$ cat config.mk
export PLATFORM = sky130hd
export DESIGN_NAME = seq_ram
export DESIGN_NICKNAME = d
export VERILOG_FILES = /design/src/rtl/core/seq_ram.sv
export SDC_FILE = /design/constraint.sdc
export NUM_CORES = 1
export LEC_CHECK = 0
export BUFFER_PORTS_ARGS = -buffer_cell sky130_fd_sc_hd__buf_4
export CAP_MARGIN = 20
export CORE_MARGIN = 4
export CORE_UTILIZATION = 60
export CTS_CLUSTER_SIZE = 24
export DETAILED_ROUTE_END_ITERATION = 8
export PLACE_DENSITY = 0.75
export SLEW_MARGIN = 20
export SYNTH_ARGS = -nofsm -noshare
export SYNTH_HDL_FRONTEND = slang
export SYNTH_SLANG_ARGS = --single-unit
$ cat constraint.sdc
create_clock -name clk -period 1.8 [get_ports clk]
set_input_delay 0.09 -clock clk [delete_from_list [all_inputs] [get_ports clk]]
set_output_delay 0.09 -clock clk [all_outputs]
set_load 0.03 [all_outputs]
$ cat src/rtl/core/seq_ram.sv
// ----------------------------------------------------------------------------
// seq_ram
// Generic single-write, single-read RAM with registered read data.
// ----------------------------------------------------------------------------
`default_nettype none

module seq_ram #(
  parameter int WIDTH = 8,
  parameter int DEPTH = 16
) (
  input  wire logic                     clk,
  input  wire logic                     we,
  input  wire logic [$clog2(DEPTH)-1:0] waddr,
  input  wire logic [WIDTH-1:0]         wdata,
  input  wire logic                     re,
  input  wire logic [$clog2(DEPTH)-1:0] raddr,
  output logic      [WIDTH-1:0]         rdata
);

  logic [WIDTH-1:0] mem [DEPTH];

  always_ff @(posedge clk) begin
    if (we) begin
      mem[waddr] <= wdata;
    end
    if (re) begin
      rdata <= mem[raddr];
    end
  end

endmodule

`default_nettype wire

Word level (Yosys, flattened, before mapping)
Memories as Yosys holds them, arrays and structs flattened. A register that Yosys moved wholly into a read port is not among the register bits.
Index checks and enable logic that the tools add are counted.
{ "totals": {"regBits": 0, "ramBits": 128, "in_bits": 19, "wordCells": 3, "memories": 1} }
{ "classes": {"n_mux": 2} }
{ "memory_table": {"columns": ["name", "words", "word_bits", "read_ports", "rd_clocked_by_memory_dff", "wr", "line", "text"], "rows": [
  ["mem", 16, 8, 1, 1, 1, "20", "logic [WIDTH-1:0] mem [DEPTH];"]
]} }
{ "ops": {"columns": ["cell", "n"], "rows": [
  ["$mux 1", 2]
]} }

Logic depth before layout (Yosys ltp)
Gate-level depths: netlist of the first run.
{ "logic_depth": {"ltp_word": 2, "ltp_mapped": 5, "mapped_depth_nobuf": 3} }

Least setup slack after synthesis of the first run
No wires, ideal clock.
{ "synth_path": {"kind": "input to register", "start": "input port waddr[2]", "end": "memory mem[0][0] (enable)", "arrival_ns": 1.200, "t_required_ns": 1.417, "path_slack_ns": 0.217, "cell_stages": 2, "n_path_buf": 0, "path_cell_list": "or3b_2 nor3_1"} }
{ "synth_rtl": {"columns": ["element", "line", "text"], "rows": [
  ["start, declared", "13", "input wire logic [$clog2(DEPTH)-1:0] waddr,"],
  ["end, declared", "20", null]
]} }
No word-level cell before the write port.

==> results of run 1 <==
Yosys cell counts:
cell type	n	area, sq um
sky130_fd_sc_hd__nand2b_1	2	12.5
sky130_fd_sc_hd__edfxtp_1	136	4080
sky130_fd_sc_hd__mux4_2	18	405
sky130_fd_sc_hd__buf_4	1	7.51
sky130_fd_sc_hd__nand3b_1	2	15.0
sky130_fd_sc_hd__nor2_1	13	48.8
sky130_fd_sc_hd__nand3_1	1	5.00
sky130_fd_sc_hd__buf_6	3	33.8
sky130_fd_sc_hd__buf_2	3	15.0
sky130_fd_sc_hd__clkdlybuf4s25_2	3	30.0
sky130_fd_sc_hd__and2b_1	1	7.51
sky130_fd_sc_hd__and2_1	1	6.26
sky130_fd_sc_hd__nor3_1	4	20.0
sky130_fd_sc_hd__or3b_2	1	8.76
sky130_fd_sc_hd__mux4_1	14	368
sky130_fd_sc_hd__a22oi_1	16	120
sky130_fd_sc_hd__nand2_1	9	33.8
sky130_fd_sc_hd__nor2b_1	1	6.26
worst max-delay path, cell delays in order, from the launching register on:
cell	delay, ns
sky130_fd_sc_hd__edfxtp_1	0.40
sky130_fd_sc_hd__mux4_1	0.51
sky130_fd_sc_hd__a22oi_1	0.28
sky130_fd_sc_hd__nand2_1	0.08
cells by family after synthesis:
group | after synthesis | synth area share
AND/OR/NAND/NOR | 35 | 0.0314
flip-flops | 136 | 0.781
multiplexers | 32 | 0.148
AO/OA/AOI/OAI | 16 | 0.0230
buffers and inverters | 10 | 0.0165
path summary, 6_finish.rpt:
check,from,endpoint,slack [ns],cells after the start
max reg2reg,mem[8][2],rdata[2],0.28,3
min,waddr[0],mem[4][6],0.11,3
min reg2reg,mem[14][0],rdata[0],0.75,3
max,mem[8][2],rdata[2],0.28,3
cell type report:
cell class	instances	area [sq um]	area share
Clock buffer	17	414	0.0660
Sequential cell	136	4080	0.651
Tap cell	105	131	0.0209
Multi-Input combinational cell	83	1060	0.168
Clock inverter	15	129	0.0205
Timing Repair Buffer	55	460	0.0734
sequential cells by signal (all words and copies together) (netlist names):
name and cells:
mem 128, rdata 8
routing by layer:
metal  track usage  vias up  share of wire
met4        0.0818        0          0.018
li1              -     1113              -
met1         0.294     1271           0.39
met5             0        -              0
met2         0.335      128           0.51
met3        0.0709       19          0.090
power groups by stage:
stage	clock (mW)	sequential, mW	combinational [mW]
CTS	3.14	3.59	0.393
global route	3.29	3.60	0.419
global placement	0	3.65	0.363
finish	3.10	3.59	0.388
detailed placement	0	3.66	0.371
floorplan	0	3.68	0.180
timing repair:
item | CTS | global route
endpoints found under the hold margin | 136 | 0
gates resized for setup | 0 | 0
hold buffers | 9 | 0
==> metrics, run 1 <==
pins over their slew limit 0; Max Root-Sink Buffers 2; Fin. Hold Viols 0; number of distinct library cells after synthesis 18; width of the chip 101 um; Design Area, Final 0.00628 sq mm; maximum level of the CTS H-tree 4; first-pass GRT wire length 15300 um; post-synthesis instance area 0.00523 sq mm; number of synthesis warnings 0; commonest cells after routing, fill and taps aside sky130_fd_sc_hd__edfxtp_1 (136), sky130_fd_sc_hd__buf_4 (44), sky130_fd_sc_hd__mux4_2 (18); total wirelength of the detailed-routed design 9920 um; final estimated routing congestion in global placement 0.749; Setup crit start kind register; MaxCap Viol Count 0; total clock buffers created by CTS 17; post-layout util 0.752; share of cells above drive strength 1 0.310; maximum fanout along the worst path 1; DRC Markers 0; most common cell after layout, fill and taps aside sky130_fd_sc_hd__edfxtp_1; crit path kind reg -> reg; worst clock skew on the final layout 0.00631 ns; synthesis-to-finish area growth 20.1%; count of mapped cells out of synthesis 229; share of power burned in the clock network 0.438; f_max 0.656 GHz; total number of vias 2531; Worst-Margin Slew 0.447 ns; Rows 33; total power per unit cell area 1130 mW/mm^2; net switching share of the total power 0.213; number of antenna violations at the first check in global routing 0; run status finished clean; starting density of the core 0.627; net switching component of the power 1.51 mW; cell internal power dissipation 5.57 mW; First DRT Iteration DRCs 232; final worst hold slack 0.106 ns; Static Leak 2.14 nW; Crit path required time 2.05 ns; count of inserted antenna diode cells 0; number of global-route vias before repair 2590; Remaining Overflow, GRT 0; number of nets with antenna violations after routing 0; overall power 7.08 mW; part of the Yosys area used for sequential elements 0.781; final count of negative-setup-slack endpoints 0; logic gate share of total power 0.055; Mapped Nets 248; die outline area 0.0103 sq mm; Post-Place Cells 370; setup TNS 0 ns; Num Clock Sinks 136; syn_area_per_cell 22.8 sq um; unrepaired setup endpoints after global routing false; master cell of the clock root buffer sky130_fd_sc_hd__clkbuf_8; clock latency on the worst-skew pair 0.51 ns; post-DP HPWL 5920 um; overall fraction of global-route tracks in use 0.217; pre-CTS worst setup slack 0.146 ns; placed standard-cell area 0.00564 sq mm; final net count 312; via density per instance 6.16; sort of element at the end of the critical path register; arrival time at the worst endpoint 1.77 ns; area of the placeable core 0.00834 sq mm; final worst slack 0.275 ns; Post-CTS Setup Bufs 0; wire length per cell 24.1 um; share of the cycle needed by the critical path after routing 0.847; maximum number of pins on one net before global-route repair 33; Pre-Repair DR Iteration Count 4; count of input and output buffers 26; Tightest Hold Check Type in -> reg; Clk pin slew, worst setup/hold paths 0.06 ns; highest ir drop seen on vdd 0.791 mV; number of flip-flops and latches in the synthesized netlist 136; fin cells 411; Reg power frac 0.507; vertical extent of the die 101 um; CTS tree done; Max-slew headroom 0.702; boundary pin count 27; number of inserted filler cells in the final layout 449; post-layout min period 1.52 ns
(Power assumes the default switching activity.)
==> inputs of run 2 (changes only) <==
CORE_UTILIZATION = 54   (was 60)
PLACE_DENSITY = 0.71   (was 0.75)
clock period = 1.4 ns   (was 1.8 ns; I/O delays follow)
==> run 2 against run 1 <==
The flow now finishes with violations (negative setup slack). Core utilization is 6.3 points lower. Count of clock-buffer cells in the layout is 3 higher. Combinational power is 44% higher. Sequential share of layout area is 1.5 points lower. Final cell count is 8.0% higher. First-iteration DRC count is 4.3% lower. Wire length is 0.82% higher. Critical path type unchanged.
==> metrics, run 2 (synthesis results as in run 1) <==
run status finished with violations; failing checks negative setup slack; Post-CTS Setup Bufs 0 (unchanged); wire length per cell 22.5 um (-6.7%); final count of negative-setup-slack endpoints 3 (+3); post-DP HPWL 6460 um (+9.1%); maximum level of the CTS H-tree 4 (unchanged); post-layout min period 1.48 ns (-0.0460 ns); Largest regs mem x128, rdata x8; count of inserted antenna diode cells 0 (unchanged); stage delay of the slowest cell on the critical path 0.53 ns (+0.02 ns); highest ir drop seen on vdd 0.758 mV (-4.1%); Fin. Hold Viols 0 (unchanged); Largest register FFs 128 (unchanged); number of global-route vias before repair 2633 (+1.7%); cell depth of the worst min-delay path 3 (unchanged); number of nets with antenna violations after routing 0 (unchanged); maximum number of pins on one net before global-route repair 19 (-42%); DRC Markers 0 (unchanged); total clock buffers created by CTS 17 (unchanged); sort of element at the end of the critical path register; crit path kind reg -> reg; synthesis-to-finish area growth 23.0%; Clk pin slew, worst setup/hold paths 0.06 ns (about the same); die outline area 0.0113 sq mm (+10%); share of the cycle needed by the critical path after routing 1.06 (+0.209); number of cells on the worst reg-to-reg path 3 (unchanged); first-pass GRT wire length 15200 um (-0.59%); number of antenna violations at the first check in global routing 0 (unchanged); count of input and output buffers 26 (unchanged); total number of vias 2546 (+0.59%); Worst-Margin Slew 1.08 ns (+0.636 ns); post-layout util 0.689 (-0.0634); share of cells above drive strength 1 0.387 (+0.0768); f_max 0.676 GHz (+3.1%); boundary pin count 27 (unchanged); width of the chip 106 um (+5.0%); Remaining Overflow, GRT 0 (unchanged); end point of the most critical hold path mem[0][7]; overall fraction of global-route tracks in use 0.193 (-0.0242); vertical extent of the die 106 um (+5.0%); final estimated routing congestion in global placement 0.800 (+6.8%); clock latency on the worst-skew pair 0.51 ns (about the same); starting density of the core 0.560 (-0.0663); Tightest Hold Check Type in -> reg; final worst slack -0.0788 ns (-0.354 ns); via density per instance 5.73 (-6.9%); arrival time at the worst endpoint 1.73 ns (-0.04 ns); Post-Place Cells 404 (+9.2%); Max Root-Sink Buffers 2 (unchanged); ordered cell list for the critical path mux4_2 > a22oi_2 > nand2_1; number of inserted filler cells in the final layout 575 (+28%); total power per unit cell area 1420 mW/mm^2 (+26%); R2R setup slack -0.08 ns (-0.35 ns); Max-slew headroom 0.276 (-0.426); Setup crit start kind register; master cell of the clock root buffer sky130_fd_sc_hd__clkbuf_8; total wirelength of the detailed-routed design 10000 um (+0.82%); unrepaired setup endpoints after global routing true; worst reg2reg path startpoint mem[7][3]; overall power 9.12 mW (+29%); commonest cells after routing, fill and taps aside sky130_fd_sc_hd__edfxtp_1 (136), sky130_fd_sc_hd__buf_4 (51), sky130_fd_sc_hd__mux4_2 (29); MaxCap Viol Count 0 (unchanged); CTS tree done; Num Clock Sinks 136 (unchanged); cell with the biggest individual delay on the critical path sky130_fd_sc_hd__mux4_2; fin cells 444 (+8.0%); area of the placeable core 0.00933 sq mm (+12%); Crit path required time 1.65 ns (-0.40 ns); Static Leak 2.16 nW (+1.1%); final worst hold slack 0.0672 ns (-0.0385 ns); worst clock skew on the final layout 0.00673 ns (+0.000420 ns); final net count 322 (+3.2%); top register by number of flip-flops mem; Rows 35 (+6.1%); First DRT Iteration DRCs 222 (-4.3%); maximum fanout along the worst path 1 (unchanged); startpoint of the worst hold path waddr[0]; most common cell after layout, fill and taps aside sky130_fd_sc_hd__edfxtp_1; critical register-to-register path endpoint rdata[3]; pins over their slew limit 0 (unchanged); Pre-Repair DR Iteration Count 4 (unchanged)
==> run 2: worst max path at each step <==
| stage | startpoint | to | slack, ns |
|---|---|---|---|
| detailed placement | raddr[0] | rdata[4] | -0.22 |
| CTS | mem[6][3] | rdata[3] | -0.08 |
| global placement | raddr[0] | rdata[3] | -0.19 |
| finish | mem[7][3] | rdata[3] | -0.08 |
| global route | mem[7][3] | rdata[3] | -0.09 |
| floorplan | raddr[0] | rdata[1] | 0.05 |
==> run 2: stage by stage <==
step / setup TNS, ns / worst slack (ns) / instance area (sq um)
CTS: -0.397 / -0.0801 / 6420
finish: -0.140 / -0.0788 / 6430
detailed placement: -1.45 / -0.217 / 5790
global placement: -1.33 / -0.188 / 5790
global route: -0.318 / -0.0911 / 6430
floorplan: 0 / 0.0476 / 5230
==> run 2: final cells by class <==
type | instances | area, sq um | share of cell area
repair buffers | 65 | 573 | 0.0892
clock buffers | 20 | 425 | 0.0662
multi-input cells | 83 | 1080 | 0.167
clock inverters | 11 | 108 | 0.0167
well taps | 129 | 161 | 0.0251
flip-flops and latches | 136 | 4080 | 0.635
==> run 2: repair_timing <==
| item | in CTS | in global routing |
|---|---|---|
| pin swaps | 3 | 11 |
| setup endpoints to repair | 8 | 8 |
| hold buffers | 9 | 0 |
| endpoints found under the hold margin | 136 | 0 |
| resized for setup | 4 | 18 |
==> run 2: where the power goes <==
part / internal (mW) / switching [mW]
Combinational: 0.258 / 0.299
Sequential: 4.59 / 0.0247
Clock: 2.48 / 1.47
Total: 7.33 / 1.79
==> run 2: worst max-delay path, delay by kind of cell, from the launching register on <==
family           cells  cell delay, ns
AND/OR/NAND/NOR      1            0.08
AO/OA/AOI/OAI        1            0.22
flip-flops           1            0.38
multiplexers         1            0.53
==> run 2: per-layer routing <==
layer,GRT usage,vias to the layer above,wire length [um]
met3,0.0546,6,698
met2,0.313,106,5060
met5,0,-,0
met1,0.256,1318,4170
met4,0.0583,0,69
li1,-,1116,-
==> inputs of run 3 (changes only) <==
CORE_UTILIZATION = 45   (was 54)
PLACE_DENSITY = 0.61   (was 0.71)
==> run 3 against run 2 <==
The flow still finishes with violations (negative setup slack). Clock skew grew 0.0013 ns. Non-clock buffer count shrank 2. Highest routed layer unchanged. Critical path type unchanged. First-iteration DRC count grew 29%. Largest cell class unchanged. Fmax shrank 2.3%. Hold slack lost 0.061 ns.
==> metrics, run 3 (synthesis results as in run 1) <==
run status finished with violations; failing checks negative setup slack; Setup crit start kind register; maximum number of pins on one net before global-route repair 17 (-2); most common cell after layout, fill and taps aside sky130_fd_sc_hd__edfxtp_1; share of cells above drive strength 1 0.373 (-0.0147); worst reg2reg path startpoint mem[4][6]; Clk pin slew, worst setup/hold paths 0.05 ns (about the same); Rows 39 (+11%); total power per unit cell area 1510 mW/mm^2 (+6.4%); area of the placeable core 0.0114 sq mm (+22%); Pre-Repair DR Iteration Count 4 (unchanged); Post-CTS Setup Bufs 0 (unchanged); maximum fanout along the worst path 1 (unchanged); maximum level of the CTS H-tree 4 (unchanged); via density per instance 5.46 (-4.8%); Static Leak 2.21 nW (+2.3%); number of cells on the worst reg-to-reg path 4 (+1); Max-slew headroom 0.459 (+0.183); f_max 0.661 GHz (-2.3%); Worst-Margin Slew 0.809 ns (-0.273 ns); synthesis-to-finish area growth 24.5%; master cell of the clock root buffer sky130_fd_sc_hd__clkbuf_16; DRC Markers 0 (unchanged); setup TNS -0.295 ns (-0.154 ns); post-DP HPWL 6710 um (+3.9%); Remaining Overflow, GRT 0 (unchanged); post-layout min period 1.51 ns (+0.0351 ns); Design Area, Final 0.00651 sq mm (+1.2%); vertical extent of the die 116 um (+8.8%); arrival time at the worst endpoint 1.67 ns (-0.06 ns); boundary pin count 27 (unchanged); highest ir drop seen on vdd 0.779 mV (+2.7%); end point of the most critical hold path mem[7][6]; Num Clock Sinks 136 (unchanged); first-pass GRT wire length 15900 um (+4.5%); clock latency on the worst-skew pair 0.41 ns (-0.10 ns); worst clock skew on the final layout 0.00802 ns (+0.00129 ns); Max Root-Sink Buffers 2 (unchanged); width of the chip 116 um (+8.8%); final estimated routing congestion in global placement 0.717 (-10%); final net count 320 (-0.62%); MaxCap Viol Count 0 (unchanged); total number of vias 2494 (-2.0%); count of input and output buffers 26 (unchanged); Largest register FFs 128 (unchanged); number of inserted filler cells in the final layout 877 (+53%); final worst slack -0.114 ns (-0.0351 ns); crit path kind reg -> reg; count of inserted antenna diode cells 0 (unchanged); final count of negative-setup-slack endpoints 7 (+4); critical register-to-register path endpoint rdata[6]; pins over their slew limit 0 (unchanged); fin cells 457 (+2.9%); number of antenna violations at the first check in global routing 0 (unchanged); number of nets with antenna violations after routing 0 (unchanged); number of global-route vias before repair 2625 (-0.30%); share of the cycle needed by the critical path after routing 1.08 (+0.0251); Tightest Hold Check Type in -> reg; Fin. Hold Viols 0 (unchanged); final worst hold slack 0.00639 ns (-0.0608 ns); startpoint of the worst hold path wdata[6]; area of the multi-input gates 0.00106 sq mm (-1.9%); CTS tree done; Storage cell area 0.00408 sq mm (unchanged); cell depth of the worst min-delay path 1 (-2); total clock buffers created by CTS 17 (unchanged); total wirelength of the detailed-routed design 10300 um (+2.7%); starting density of the core 0.458 (-0.103); overall power 9.83 mW (+7.7%); commonest cells after routing, fill and taps aside sky130_fd_sc_hd__edfxtp_1 (136), sky130_fd_sc_hd__buf_4 (50), sky130_fd_sc_hd__mux4_2 (25); overall fraction of global-route tracks in use 0.170 (-0.0231); sort of element at the end of the critical path register; wire length per cell 22.5 um (-0.23%); die outline area 0.0134 sq mm (+18%); R2R setup slack -0.11 ns (-0.04 ns); top register by number of flip-flops mem; placed standard-cell area 0.00580 sq mm (+0.17%); Largest regs mem x128, rdata x8; Crit path required time 1.55 ns (-0.10 ns); unrepaired setup endpoints after global routing true; First DRT Iteration DRCs 287 (+29%); Post-Place Cells 417 (+3.2%)
## run 3: layout make-up
cell class | instances | area share
Multi-Input combinational cell | 83 | 0.162
Clock inverter | 15 | 0.0319
Clock buffer | 17 | 0.0654
Tap cell | 143 | 0.0275
Sequential cell | 136 | 0.628
Timing Repair Buffer | 63 | 0.0854
## run 3: report_power, final
group / switching [mW] / internal [mW]
registers: 0.0261 / 4.59
clock network: 1.54 / 3.13
logic: 0.287 / 0.255
total: 1.86 / 7.97
## run 3: layer usage
metal  wire [um]  GRT usage
met3         500     0.0433
met5           0          0
met4         112     0.0603
met1        4580      0.240
met2        5080      0.259
## run 3: through the flow
step | utilization | setup slack, ns
after floorplan | - | 0.0476
after global placement | 0.508 | -0.217
after detailed placement | 0.508 | -0.198
after CTS | 0.570 | -0.115
after global routing | 0.570 | -0.162
final | 0.570 | -0.114
## run 3: how the worst max path moves through the flow
stage	startpoint	end	slack, ns	cells past startpoint
after floorplan	raddr[0]	rdata[1]	0.05	5
after global placement	raddr[0]	rdata[6]	-0.22	6
after detailed placement	raddr[0]	rdata[2]	-0.20	6
after CTS	mem[4][6]	rdata[6]	-0.12	4
after global routing	mem[3][6]	rdata[6]	-0.16	4
final	mem[4][6]	rdata[6]	-0.11	4
## run 3: worst max-delay path: stages (launching register included)
cell and delay (ns):
sky130_fd_sc_hd__edfxtp_1 0.40, sky130_fd_sc_hd__mux4_2 0.51, sky130_fd_sc_hd__a22oi_2 0.15, sky130_fd_sc_hd__buf_4 0.15
sky130_fd_sc_hd__nand2_2 0.04
## run 3: what timing repair did
action | CTS | global route
resized for setup | 7 | 5
endpoints found under the hold margin | 120 | 0
pin swaps | 3 | 1
hold buffers | 8 | 0
endpoints found under the setup margin | 7 | 8
