## src/rtl/core/seq_pkg.sv

```systemverilog
// ----------------------------------------------------------------------------
// seq_pkg
// Types, constants and helpers shared by the sorted event queue.
// ----------------------------------------------------------------------------
`default_nettype none

package seq_pkg;

  localparam int LIST_DEPTH    = 64;
  localparam int PAYLOAD_WIDTH = 32;

  localparam int TIME_W    = 48;
  localparam int IN_PAY_W  = 32;
  localparam int OUT_PAY_W = 32;
  localparam int OCC_W     = 7;

  localparam int ADDR_W = (LIST_DEPTH > 1) ? $clog2(LIST_DEPTH) : 1;
  localparam int SUM_W  = ADDR_W + 1;
  localparam int CNT_W  = $clog2(LIST_DEPTH + 1);

  localparam logic REQ_INSERT = 1'b0;
  localparam logic REQ_POP    = 1'b1;

  typedef enum logic [1:0] {
    ST_OK    = 2'd0,
    ST_FULL  = 2'd1,
    ST_EMPTY = 2'd2
  } status_t;

  typedef enum logic [2:0] {
    S_IDLE,
    S_SCAN,
    S_PLACE,
    S_POP,
    S_HOLD
  } state_t;

  typedef struct packed {
    logic [TIME_W-1:0]        ev_time;
    logic [PAYLOAD_WIDTH-1:0] ev_payload;
  } slot_t;

  localparam int SLOT_W = $bits(slot_t);

  typedef struct packed {
    status_t              status;
    logic [TIME_W-1:0]    ev_time;
    logic [OUT_PAY_W-1:0] ev_payload;
    logic [OCC_W-1:0]     occupancy;
    logic [OCC_W-1:0]     peak_occupancy;
  } res_t;

  typedef struct packed {
    logic load;
    res_t res;
  } out_req_t;

  // Physical slot of a list offset in the circular store.
  function automatic logic [ADDR_W-1:0] phys_addr(input logic [ADDR_W-1:0] base,
                                                  input logic [ADDR_W-1:0] off);
    logic [SUM_W-1:0] sum;
    sum = {1'b0, base} + {1'b0, off};
    if (sum >= SUM_W'(LIST_DEPTH)) begin
      sum = sum - SUM_W'(LIST_DEPTH);
    end
    return sum[ADDR_W-1:0];
  endfunction

endpackage

`default_nettype wire

```

## src/rtl/core/seq_chan_if.sv

```systemverilog
// ----------------------------------------------------------------------------
// seq_in_if / seq_out_if
// Valid/ready channels for requests and results of the sorted event queue.
// ----------------------------------------------------------------------------
`default_nettype none


interface seq_out_if
  import seq_pkg::*;
  ();
  logic                 valid;
  logic                 ready;
  logic [1:0]           status;
  logic [TIME_W-1:0]    out_time;
  logic [OUT_PAY_W-1:0] out_payload;
  logic [OCC_W-1:0]     occupancy;
  logic [OCC_W-1:0]     peak_occupancy;

  modport source (output valid, status, out_time, out_payload, occupancy, peak_occupancy,
                  input ready);
  modport sink   (input valid, status, out_time, out_payload, occupancy, peak_occupancy,
                  output ready);
endinterface

`default_nettype wire

```

## src/rtl/core/seq_out_stage.sv

```systemverilog
// ----------------------------------------------------------------------------
// seq_out_stage
// Result register; frees the control while a result waits downstream.
// ----------------------------------------------------------------------------
`default_nettype none

module seq_out_stage
  import seq_pkg::*;
(
  input  wire logic      clk,
  input  wire logic      rst_n,
  input  wire out_req_t  req,
  output logic           can_load,
  seq_out_if.source      out_ch
);

  logic valid_r;
  logic valid_nxt;
  res_t data_r;

  assign can_load  = !valid_r || out_ch.ready;
  assign valid_nxt = (req.load && can_load) || (valid_r && !out_ch.ready);

  always_ff @(posedge clk) begin
    if (!rst_n) begin
      valid_r <= 1'b0;
    end else begin
      valid_r <= valid_nxt;
    end
  end

  always_ff @(posedge clk) begin
    if (req.load && can_load) begin
      data_r <= req.res;
    end
  end

  assign out_ch.valid          = valid_r;
  assign out_ch.status         = data_r.status;
  assign out_ch.out_time       = data_r.ev_time;
  assign out_ch.out_payload    = data_r.ev_payload;
  assign out_ch.occupancy      = data_r.occupancy;
  assign out_ch.peak_occupancy = data_r.peak_occupancy;

endmodule

`default_nettype wire

```

## src/flat_wrapper.sv

```systemverilog
// flat-port wrapper written by rule: the top's interface ports become plain ports
module seq_out_stage_flat import seq_pkg::*;
  (clk, rst_n, req, can_load, out_ch_valid, out_ch_status, out_ch_out_time, out_ch_out_payload, out_ch_occupancy, out_ch_peak_occupancy, out_ch_ready);
  seq_out_if out_ch_i ();
  input  wire logic clk;
  input  wire logic rst_n;
  input  wire out_req_t req;
  output logic can_load;
  output wire logic [$bits(out_ch_i.valid)-1:0] out_ch_valid;
  output wire logic [$bits(out_ch_i.status)-1:0] out_ch_status;
  output wire logic [$bits(out_ch_i.out_time)-1:0] out_ch_out_time;
  output wire logic [$bits(out_ch_i.out_payload)-1:0] out_ch_out_payload;
  output wire logic [$bits(out_ch_i.occupancy)-1:0] out_ch_occupancy;
  output wire logic [$bits(out_ch_i.peak_occupancy)-1:0] out_ch_peak_occupancy;
  input wire logic [$bits(out_ch_i.ready)-1:0] out_ch_ready;
  assign out_ch_valid = out_ch_i.valid;
  assign out_ch_status = out_ch_i.status;
  assign out_ch_out_time = out_ch_i.out_time;
  assign out_ch_out_payload = out_ch_i.out_payload;
  assign out_ch_occupancy = out_ch_i.occupancy;
  assign out_ch_peak_occupancy = out_ch_i.peak_occupancy;
  assign out_ch_i.ready = out_ch_ready;
  seq_out_stage u_core (.clk(clk), .rst_n(rst_n), .req(req), .can_load(can_load), .out_ch(out_ch_i));
endmodule
```

## config.mk

```make
export PLATFORM = sky130hd
export DESIGN_NAME = seq_out_stage_flat
export DESIGN_NICKNAME = d
export VERILOG_FILES = /design/src/rtl/core/seq_pkg.sv /design/src/rtl/core/seq_chan_if.sv /design/src/rtl/core/seq_out_stage.sv /design/src/flat_wrapper.sv
export SDC_FILE = /design/constraint.sdc
export NUM_CORES = 1
export LEC_CHECK = 0
export ABC_AREA = 0
export BUFFER_PORTS_ARGS = -buffer_cell sky130_fd_sc_hd__buf_4
export CAP_MARGIN = 20
export CORE_MARGIN = 3
export CORE_UTILIZATION = 40
export CTS_CLUSTER_SIZE = 25
export DETAILED_ROUTE_END_ITERATION = 6
export PLACE_DENSITY = 0.84
export SLEW_MARGIN = 10
export SYNTH_ARGS = -nofsm -noshare
export SYNTH_HDL_FRONTEND = slang
export SYNTH_SLANG_ARGS = --single-unit
```

## constraint.sdc

```tcl
create_clock -name clk -period 2.4 [get_ports clk]
set_input_delay 0 -clock clk [delete_from_list [all_inputs] [get_ports clk]]
set_output_delay 0 -clock clk [all_outputs]
set_load 0.01 [all_outputs]
```

# Word level (Yosys, flattened, before mapping)
# Cells that the tools add are included.
totals:
  out_inout_bits: 98
  register_bits: 97
  inputBits: 100
  elab_cells: 12
op_classes:
  n_reduce_logical: 6
ops:
  columns: ["op", "n"]
  rows:
  - ["logical AND 1 bit", 2]
  - ["zero test 1 bit", 2]
  - ["logical OR 1 bit", 2]

# Longest topological paths before layout
# Gate-level depths: netlist (run 1).
depth:
  word_depth: 4
  ltp_mapped: 2
  mapped_depth_nobuf: 2

# Least setup slack after synthesis (run 1)
# Ideal clock, no wire load.
synth_timing:
  path_kind: "reg2reg"
  startpoint: "register u_core.valid_r, in the netlist u_core.out_ch.valid"
  endpoint: "register u_core.data_r (netlist bit u_core.out_ch.occupancy[0]) (enable)"
  period_less_slack_ns: 1.600
  slack_ns: 0.800
  path_stages_with_launch: 3
  t_required_ns: 2.012
  path_buffers: 0
  setup_time_ns: 0.388
  arrival_time_ns: 1.212
  path_cell_list: "dfxtp_1 > nand2b_4 > and2_4"
synth_via:
  elab_chain_len: 3
synth_lines:
  columns: ["element", "line", "text"]
  rows:
  - ["start, declared", "seq_out_stage.sv:17", "logic valid_r;"]
  - ["start signal, assigned", "seq_out_stage.sv:28", "valid_r <= valid_nxt;"]
  - ["zero test 1 bit", "seq_out_stage.sv:21", "assign can_load = !valid_r || out_ch.ready;"]
  - ["logical OR 1 bit", "seq_out_stage.sv:21", null]
  - ["via can_load", "flat_wrapper.sv:8", "output logic can_load;"]
  - ["logical AND 1 bit", "seq_out_stage.sv:33", "if (req.load && can_load) begin"]
  - ["end signal, assigned", "seq_out_stage.sv:34", "data_r <= req.res;"]
  - ["end, declared", "seq_out_stage.sv:19", "res_t data_r;"]
# The timed path passes the listed nets, and every way through them passes these cells.
# A chain may end at the register's enable or synchronous reset.

# Worst setup path in the final report (run 1)
layout_timing:
  startpoint: "register u_core.valid_r, in the netlist u_core.out_ch.valid"
  endpoint: "register u_core.data_r (netlist bit u_core.out_ch.out_payload[12]) (enable)"
layout_via:
  elab_chain_len: 3
layout_lines:
  columns: ["element", "line"]
  rows:
  - ["zero test 1 bit", "seq_out_stage.sv:21"]
  - ["logical OR 1 bit", "seq_out_stage.sv:21"]
  - ["logical AND 1 bit", "seq_out_stage.sv:33"]
# Every way passes these cells.

==> impl_metrics.toml, run 1 <==
[power_and_ir_drop]
power_density_nw_per_um2 = 618
p_leak_uw = 0.00242
finalPower_uw = 3550
irDropWorstVdd_mv = 0.565

[cts]
clkLatencyLatePin_ns = 0.35
cts_max_level = 3
cts_tree = "done"
clk_pin_slew_worst_paths_ns = 0.09
cts_resized = 0
clk_path_buf_depth = 2
cts_inserted_buffers = 9
clkSinkCount = 97
cts_root_buf = "clkbuf_8"

[floorplan]
coreArea_um2 = 6940
start_util_pct = 42.3
io_pins = 198
die-area_um2 = 8420
die_x_um = 91.7
rows = 30
fp.dieH_um = 91.7

[placement]
place_ws_ns = 0.862
io_buffer_count = 197
dp.cells = 396
place_congestion = 0.694

[finish]
fillers = 329
drive_gt1_share_pct = 52.4
nNetsFinal = 509
multi_input_area_um2 = 33.8
syn_to_final_growth_pct = 95.4
fin_cells = 511
seq_area_um2 = 2900

[synth]
synth-xor-area-share_pct = 0
ys_seq_area_share_pct = 98.7
avgSynthCellArea_um2 = 29.1
yosysTopAreaCellShare_pct = 98.0
ys.flop_type = "edfxtp_1"
synth.most_common_cell = "edfxtp_1"
synth_cell_type_count = 6
synth_mux_area_share_pct = 0
synth_compound_area_share_pct = 0.383
synthSimpleGateAreaFrac_pct = 0.766
synth_edf_count = 96
syn_inst = 101
ys_seq_elements = 97
syn_nets = 201
netlist_area_um2 = 2940
synth_top_family_by_area = "simple AND/OR/NAND/NOR gates"
synth.top_cells.by_area = "edfxtp_1 (98%), dfxtp_1 (0.68%), nand2b_4 (0.47%)"
async_flop_share_pct = 0
yosys_warnings = 0
yosysTopAreaCell = "edfxtp_1"
synth_fa_ha_area_share_pct = 0

[critical_path]
r2r_slack_ns = 0.83
cp.required_ns = 2.43
worst_ep_arrival_time_ns = 1.60
crit_path_end_kind = "flop"
start_kind = "flop"
cp_max_fo = 35
critical_path_class = "flop to flop"

[grt]
grt_pass1_wl_um = 13800
grt_max_degree = 45
grt_pass1_vias = 2485
antenna_found_initial = 0
grt_usage_pct = 22.4
overflow = 0

[routing]
dr.pass1.iters = 4
route.vias.total = 2241
drt-wirelength-per-cell_um = 18.3
drt-total-wl_um = 9370
drt_iter0_markers = 130
ant_nets = 0
drc = 0
routed_via_density = 4.39

[sta]
finalCriticalPeriod_ns = 1.57
timing.final.hold_violations = 0
worst_slew_pin_slew_ns = 0.459
slew_headroom_pct = 69.4
fin_crit_sh_pct = 65.2
fin_skew_ns = 0.00686
setup_ws_ns = 0.834
timing.fmax_mhz = 639
rsz0062_at_grt = "false"
slew_violations = 0
whs_ns = 0.262
setup_viol = 0
tns_ns = 0

[worst_hold_path]
hold_path_class = "input pin to flop"

[run_status]
outcome = "finished, final reports clean"

[run]
max-cap-violations = 0
==> layer usage <==
metal  GRT usage, %  vias up  wire length (um)
li1               -     1021                 -
met1           22.0     1084              3110
met5              0        -                 0
met4           5.20        0                99
met2           43.9      127              5320
met3           8.37        9               837
==> worst max-delay path, cell delays in order (launching register included) <==
cell and delay, ns:
dfxtp_1 0.35, nand2b_4 0.09, and2_4 0.44, buf_4 0.36
==> state kept, by name, summed over array words and instances, names as in the netlist <==
name and cells:
u_core.out_ch.out_time 48, u_core.out_ch.valid 1, u_core.out_ch.status 2, u_core.out_ch.out_payload 32, u_core.out_ch.occupancy 7, u_core.out_ch.peak_occupancy 7
==> per-stage QoR <==
stage | utilization [%] | instance area [um2]
floorplan | - | 2940
global route | 82.7 | 5740
CTS | 82.7 | 5740
finish | 82.7 | 5750
global placement | 65.8 | 4570
detailed placement | 65.8 | 4570
==> where the power goes <==
part           switching [uW]  total [uW]  leakage [uW]  internal, uW
Combinational             194         516       0.00139           323
Sequential               32.1        2010      0.000937          1980
Clock                     540        1030     0.0000929           486
Total                     766        3550       0.00242          2790
==> layout by cell type, fill, tap and decap left out <==
| cell | instances |
|---|---|
| inv_1 | 1 |
| buf_12 | 1 |
| nand2b_4 | 1 |
| edfxtp_1 | 96 |
| clkinv_2 | 1 |
| diode_2 | 1 |
| dfxtp_1 | 1 |
| a21boi_2 | 1 |
| inv_6 | 1 |
| and2_4 | 1 |
| buf_4 | 198 |
| clkinv_4 | 1 |
| bufinv_16 | 1 |
| dlygate4sd3_1 | 98 |
| clkbuf_8 | 9 |
| clkbuf_1 | 1 |
| clkinvlp_4 | 2 |
==> cells by family (layout without fill, tap and decap cells) <==
| kind of cell | Yosys count | after routing |
|---|---|---|
| other | 0 | 1 |
| AO/OA/AOI/OAI | 1 | 1 |
| buffers and inverters | 1 | 314 |
| flip-flops | 97 | 97 |
| AND/OR/NAND/NOR | 2 | 2 |
==> final timing paths <==
path,from,to,depth (start not counted)
max,u_core.out_ch.valid,u_core.out_ch.out_payload[12],3
min,req[96],u_core.out_ch.out_payload[7],2
max reg2reg,u_core.out_ch.valid,u_core.out_ch.out_payload[12],3
min reg2reg,u_core.out_ch.valid,u_core.out_ch.out_payload[7],2
==> cell type report <==
class	count	area share, %
clock buffers	10	2.22
diodes	1	0.0436
inverters	1	0.0653
repair buffers	297	43.3
multi-input cells	3	0.588
flip-flops and latches	97	50.5
clock inverters	6	1.18
well taps	96	2.09
==> repair_timing <==
action                     4_1_cts  5_1_grt
setup endpoints to repair        0        0
hold endpoints to repair        97        0
hold buffers                    98        0
setup buffers                    0        0
Power figures use the tool's default switching activity.
==> run 2: changes to the inputs <==
==> constraint.sdc (replaced) <==
create_clock -name clk -period 1.58 [get_ports clk]
set_input_delay 0 -clock clk [delete_from_list [all_inputs] [get_ports clk]]
set_output_delay 0 -clock clk [all_outputs]
set_load 0.01 [all_outputs]
==> impl_metrics.toml, run 2 (synthesis results as in run 1) <==
[run_status]
outcome = "finished, final reports clean"

[cts]
cts_inserted_buffers = 9
clk_pin_slew_worst_paths_ns = 0.09
cts_max_level = 3
clk_path_buf_depth = 2
hold_buffers = 98
clkLatencyLatePin_ns = 0.36
post-cts-setup-buffer-count = 0
cts_tree = "done"
cts_root_buf = "clkbuf_8"
cts_resized = 0
clkSinkCount = 97

[sta]
worst_slew_pin_slew_ns = 0.306
timing.final.hold_violations = 0
slew_violations = 0
fin_crit_sh_pct = 77.6
setup_viol = 0
fin_skew_ns = 0.0117
finalCriticalPeriod_ns = 1.23
slew_headroom_pct = 79.6
timing.fmax_mhz = 815
rsz0062_at_grt = "false"
tns_ns = 0

[finish]
antenna_cells = 0
fin_cells = 510
largest_reg_flops = 48
drive_gt1_share_pct = 52.9
fillers = 337
post-route-util_pct = 82.7
final_cell_mix = "buf_4 (197), dlygate4sd3_1 (98), edfxtp_1 (96), clkbuf_8 (9)"
nNetsFinal = 509
final_common_cell = "buf_4"
syn_to_final_growth_pct = 95.2

[critical_path]
r2r_slack_ns = 0.35
cp_max_fo = 60
timing.rr.end = "u_core.out_ch.out_time[28]"
start_kind = "flop"
critPathCapture = "u_core.out_ch.out_time[28]"
crit_path_end_kind = "flop"
r2r_cells = 3
crit_start = "u_core.out_ch.valid"
slowest_stage = "dfxtp_2"
critical_path_class = "flop to flop"
worst_ep_arrival_time_ns = 1.25
crit_chain = "nand2b_4 > and2_4 > buf_12"
crit-reg2reg-launch = "u_core.out_ch.valid"
cp.required_ns = 1.60
max_stage_delay_ns = 0.34

[floorplan]
coreArea_um2 = 6940
rows = 30
start_util_pct = 42.3
fp.dieH_um = 91.7
die_x_um = 91.7
io_pins = 198
die-area_um2 = 8420

[power_and_ir_drop]
p_leak_uw = 0.00242
irDropWorstVdd_mv = 0.622
power_density_nw_per_um2 = 924

[routing]
drt-total-wl_um = 9600
ant_nets = 0
drt-wirelength-per-cell_um = 18.8
routed_via_density = 4.41
drc = 0
route.vias.total = 2249
drt_iter0_markers = 83
dr.pass1.iters = 4

[placement]
place_congestion = 0.704
dp.cells = 396
io_buffer_count = 197

[grt]
grt_pass1_wl_um = 14100
grt_max_degree = 61
overflow = 0
grt_usage_pct = 22.8
grt_pass1_vias = 2476
antenna_found_initial = 0

[worst_hold_path]
min_from = "req[96]"
hold_path_class = "input pin to flop"

[run]
max-cap-violations = 0
[run 2: cell types whose count changed in the layout (fill, tap and decap cells not counted)]
cell and delta:
buf_12 +1, buf_4 -1, bufinv_16 -1, clkbuf_1 -1
clkinv_4 +1, dfxtp_1 -1, dfxtp_2 +1, diode_2 -1
inv_6 +1
[run 2: metrics by stage]
step	area, um2	hold WS [ns]	power, uW	setup slack, ns
after floorplan	2940	0.0989	3240	0.0102
after global placement	4580	0.178	3660	0.389
after detailed placement	4580	0.179	3690	0.368
after CTS	5740	0.272	5300	0.357
after global routing	5740	0.296	5490	0.291
final	5740	0.285	5300	0.354
[run 2: worst min path at each step]
stage,end,cells after the start,slack [ns]
2_1_floorplan,u_core.out_ch.occupancy[0],0,0.1
6_report,u_core.out_ch.out_time[4],3,0.29
3_3_place_gp,u_core.out_ch.out_time[39],1,0.18
4_1_cts,u_core.out_ch.out_time[22],3,0.27
3_5_place_dp,u_core.out_ch.out_payload[4],1,0.18
5_1_grt,u_core.out_ch.out_time[4],3,0.30
[run 2: cell type report]
cell class              instances  area, um2  area share (%)
flip-flops and latches         97       2900            50.6
well taps                      96        120            2.09
inverters                       1       3.75          0.0654
clock inverters                 7       55.1           0.959
repair buffers                297       2500            43.5
multi-input cells               3       33.8           0.588
clock buffers                   9        124            2.16
[run 2: per-layer routing]
metal  part of all wire (%)  GRT usage (%)  up-vias
met5                      0              0        -
met4                    2.1           9.03        0
met3                    8.7           7.88       16
met2                     56           42.5      134
met1                     33           23.2     1076
li1                       -              -     1023
[run 2: worst max-delay path: cells and delay by family (launching register included)]
| family | cells | cell delay [ns] |
|---|---|---|
| simple gates | 2 | 0.26 |
| flops | 1 | 0.34 |
| buf+inv | 1 | 0.29 |
[run 2: where the power goes]
part | internal (uW) | leakage (uW) | switching, uW | total, uW
combinational | 495 | 0.00140 | 299 | 795
sequential | 3010 | 0.000937 | 49.6 | 3060
clock | 586 | 0.0000862 | 867 | 1450
total | 4090 | 0.00242 | 1220 | 5300
==> run 3: changes to the inputs <==
--- a/config.mk
+++ b/config.mk
@@ -9,10 +9,10 @@
 export BUFFER_PORTS_ARGS = -buffer_cell sky130_fd_sc_hd__buf_4
 export CAP_MARGIN = 20
 export CORE_MARGIN = 3
-export CORE_UTILIZATION = 40
+export CORE_UTILIZATION = 37
 export CTS_CLUSTER_SIZE = 25
 export DETAILED_ROUTE_END_ITERATION = 6
-export PLACE_DENSITY = 0.84
+export PLACE_DENSITY = 0.82
 export SLEW_MARGIN = 10
 export SYNTH_ARGS = -nofsm -noshare
 export SYNTH_HDL_FRONTEND = slang
==> constraint.sdc (replaced) <==
create_clock -name clk -period 1 [get_ports clk]
set_input_delay 0 -clock clk [delete_from_list [all_inputs] [get_ports clk]]
set_output_delay 0 -clock clk [all_outputs]
set_load 0.01 [all_outputs]
==> impl_metrics.toml, run 3 (synthesis results as in run 1) <==
[finish]
syn_to_final_growth_pct = 106
nNetsFinal = 523
post-route-util_pct = 80.7
fin_cells = 527
fillers = 362
seq_area_um2 = 2910
largest_reg_flops = 48
multi_input_area_um2 = 33.8
antenna_cells = 0
drive_gt1_share_pct = 54.2
final_common_cell = "buf_4"
final_cell_mix = "buf_4 (197), dlygate4sd3_1 (98), edfxtp_1 (96), clkbuf_8 (9), buf_16 (8)"

[placement]
dp.cells = 400
place_congestion = 0.693
io_buffer_count = 197
dp_hpwl_um = 5190

[routing]
dr.pass1.iters = 4
route.vias.total = 2305
routed_via_density = 4.37
drc = 0
wl_met2_um = 4930
routed.top_layer = "met4"
ant_nets = 0
drt_iter0_markers = 66
m1WireLength_um = 3520
wl_met3_um = 979
drt-wirelength-per-cell_um = 18.3
drt-total-wl_um = 9660

[cts]
cts_inserted_buffers = 9
clkSinkCount = 97
cts_root_buf = "clkbuf_8"
clk_path_buf_depth = 2
cts_tree = "done"
cts_max_level = 3
clk_pin_slew_worst_paths_ns = 0.09
clkLatencyLatePin_ns = 0.34

[sta]
setup_viol = 97
finalCriticalPeriod_ns = 1.18
slew_headroom_pct = 91.5
timing.final.hold_violations = 0
worst_slew_pin_slew_ns = 0.127
slew_violations = 0
timing.fmax_mhz = 847
rsz0062_at_grt = "true"
setup_ws_ns = -0.181
fin_skew_ns = 0.00838
fin_crit_sh_pct = 118
tns_ns = -16.50

[floorplan]
start_util_pct = 39.3
die-area_um2 = 9050
fp.dieH_um = 95.1
rows = 31
die_x_um = 95.1
coreArea_um2 = 7490
io_pins = 198

[critical_path]
worst_ep_arrival_time_ns = 1.26
start_kind = "flop"
critical_path_class = "flop to flop"
cp.required_ns = 1.08
r2r_cells = 4
crit_path_end_kind = "flop"
cp_max_fo = 6

[grt]
overflow = 0
grt_pass1_wl_um = 13800
antenna_found_initial = 0
grt_usage_pct = 21.1
grt_max_degree = 18
grt_pass1_vias = 2540

[power_and_ir_drop]
power_density_nw_per_um2 = 1410
irDropWorstVdd_mv = 1.13
finalPower_uw = 8550
p_leak_uw = 0.00256

[worst_hold_path]
hold_path_class = "input pin to flop"
min_path_cells = 5

[run]
max-cap-violations = 0

[run_status]
violations = "negative setup slack"
outcome = "complete, but fails checks"
-- run 3: cell types whose count changed in the layout (fill, tap and decap cells not counted), sizes merged --
cell	before	now
buf	199	211
clkbuf	9	11
clkinv	3	2
clkinvlp	2	3
-- run 3: worst paths after layout --
path | start | to | slack, ns
setup / recovery | u_core.out_ch.valid | u_core.out_ch.out_payload[16] | -0.18
hold / removal | out_ch_ready | u_core.out_ch.valid | 0.13
setup reg to reg | u_core.out_ch.valid | u_core.out_ch.out_payload[16] | -0.18
hold reg to reg | u_core.out_ch.valid | u_core.out_ch.valid | 0.73
-- run 3: worst max-delay path, cell delays in order, from the launching register on --
cell,delay (ns)
dfxtp_4,0.37
nand2b_4,0.07
and2_4,0.17
buf_6,0.15
clkbuf_16,0.15
-- run 3: area by class of cell --
class	count	area share (%)
clock buffers	9	2.05
clock inverters	7	0.911
well taps	99	2.05
multi-input cells	3	0.559
inverters	1	0.0621
repair buffers	311	46.3
flip-flops and latches	97	48.1
-- run 3: timing repair --
| action | CTS | global route |
|---|---|---|
| hold buffers | 98 | 0 |
| endpoints found under the setup margin | 97 | 97 |
| setup buffers | 5 | 1 |
| gates cloned | 6 | 2 |
| gates resized for setup | 14 | 2 |
| hold endpoints to repair | 97 | 0 |
-- run 3: through the flow --
| step | instance area (um2) | setup WS, ns | hold WS [ns] |
|---|---|---|---|
| floorplan | 2940 | -0.570 | 0.0989 |
| global placement | 4590 | -0.122 | 0.178 |
| detailed placement | 4590 | -0.140 | 0.179 |
| CTS | 5990 | -0.149 | 0.0857 |
| global route | 6040 | -0.196 | 0.134 |
| finish | 6040 | -0.181 | 0.129 |
-- run 3: power by group --
group	switching (uW)	internal [uW]	leakage (uW)
sequential	77.1	4750	0.000938
clock	1380	926	0.0000814
combinational	503	923	0.00154
total	1960	6600	0.00256
-- run 3: metal layers --
metal | track usage, % | vias up
met3 | 5.92 | 21
met1 | 23.7 | 1088
met4 | 8.05 | 0
met2 | 37.9 | 144
li1 | - | 1052
met5 | 0 | -
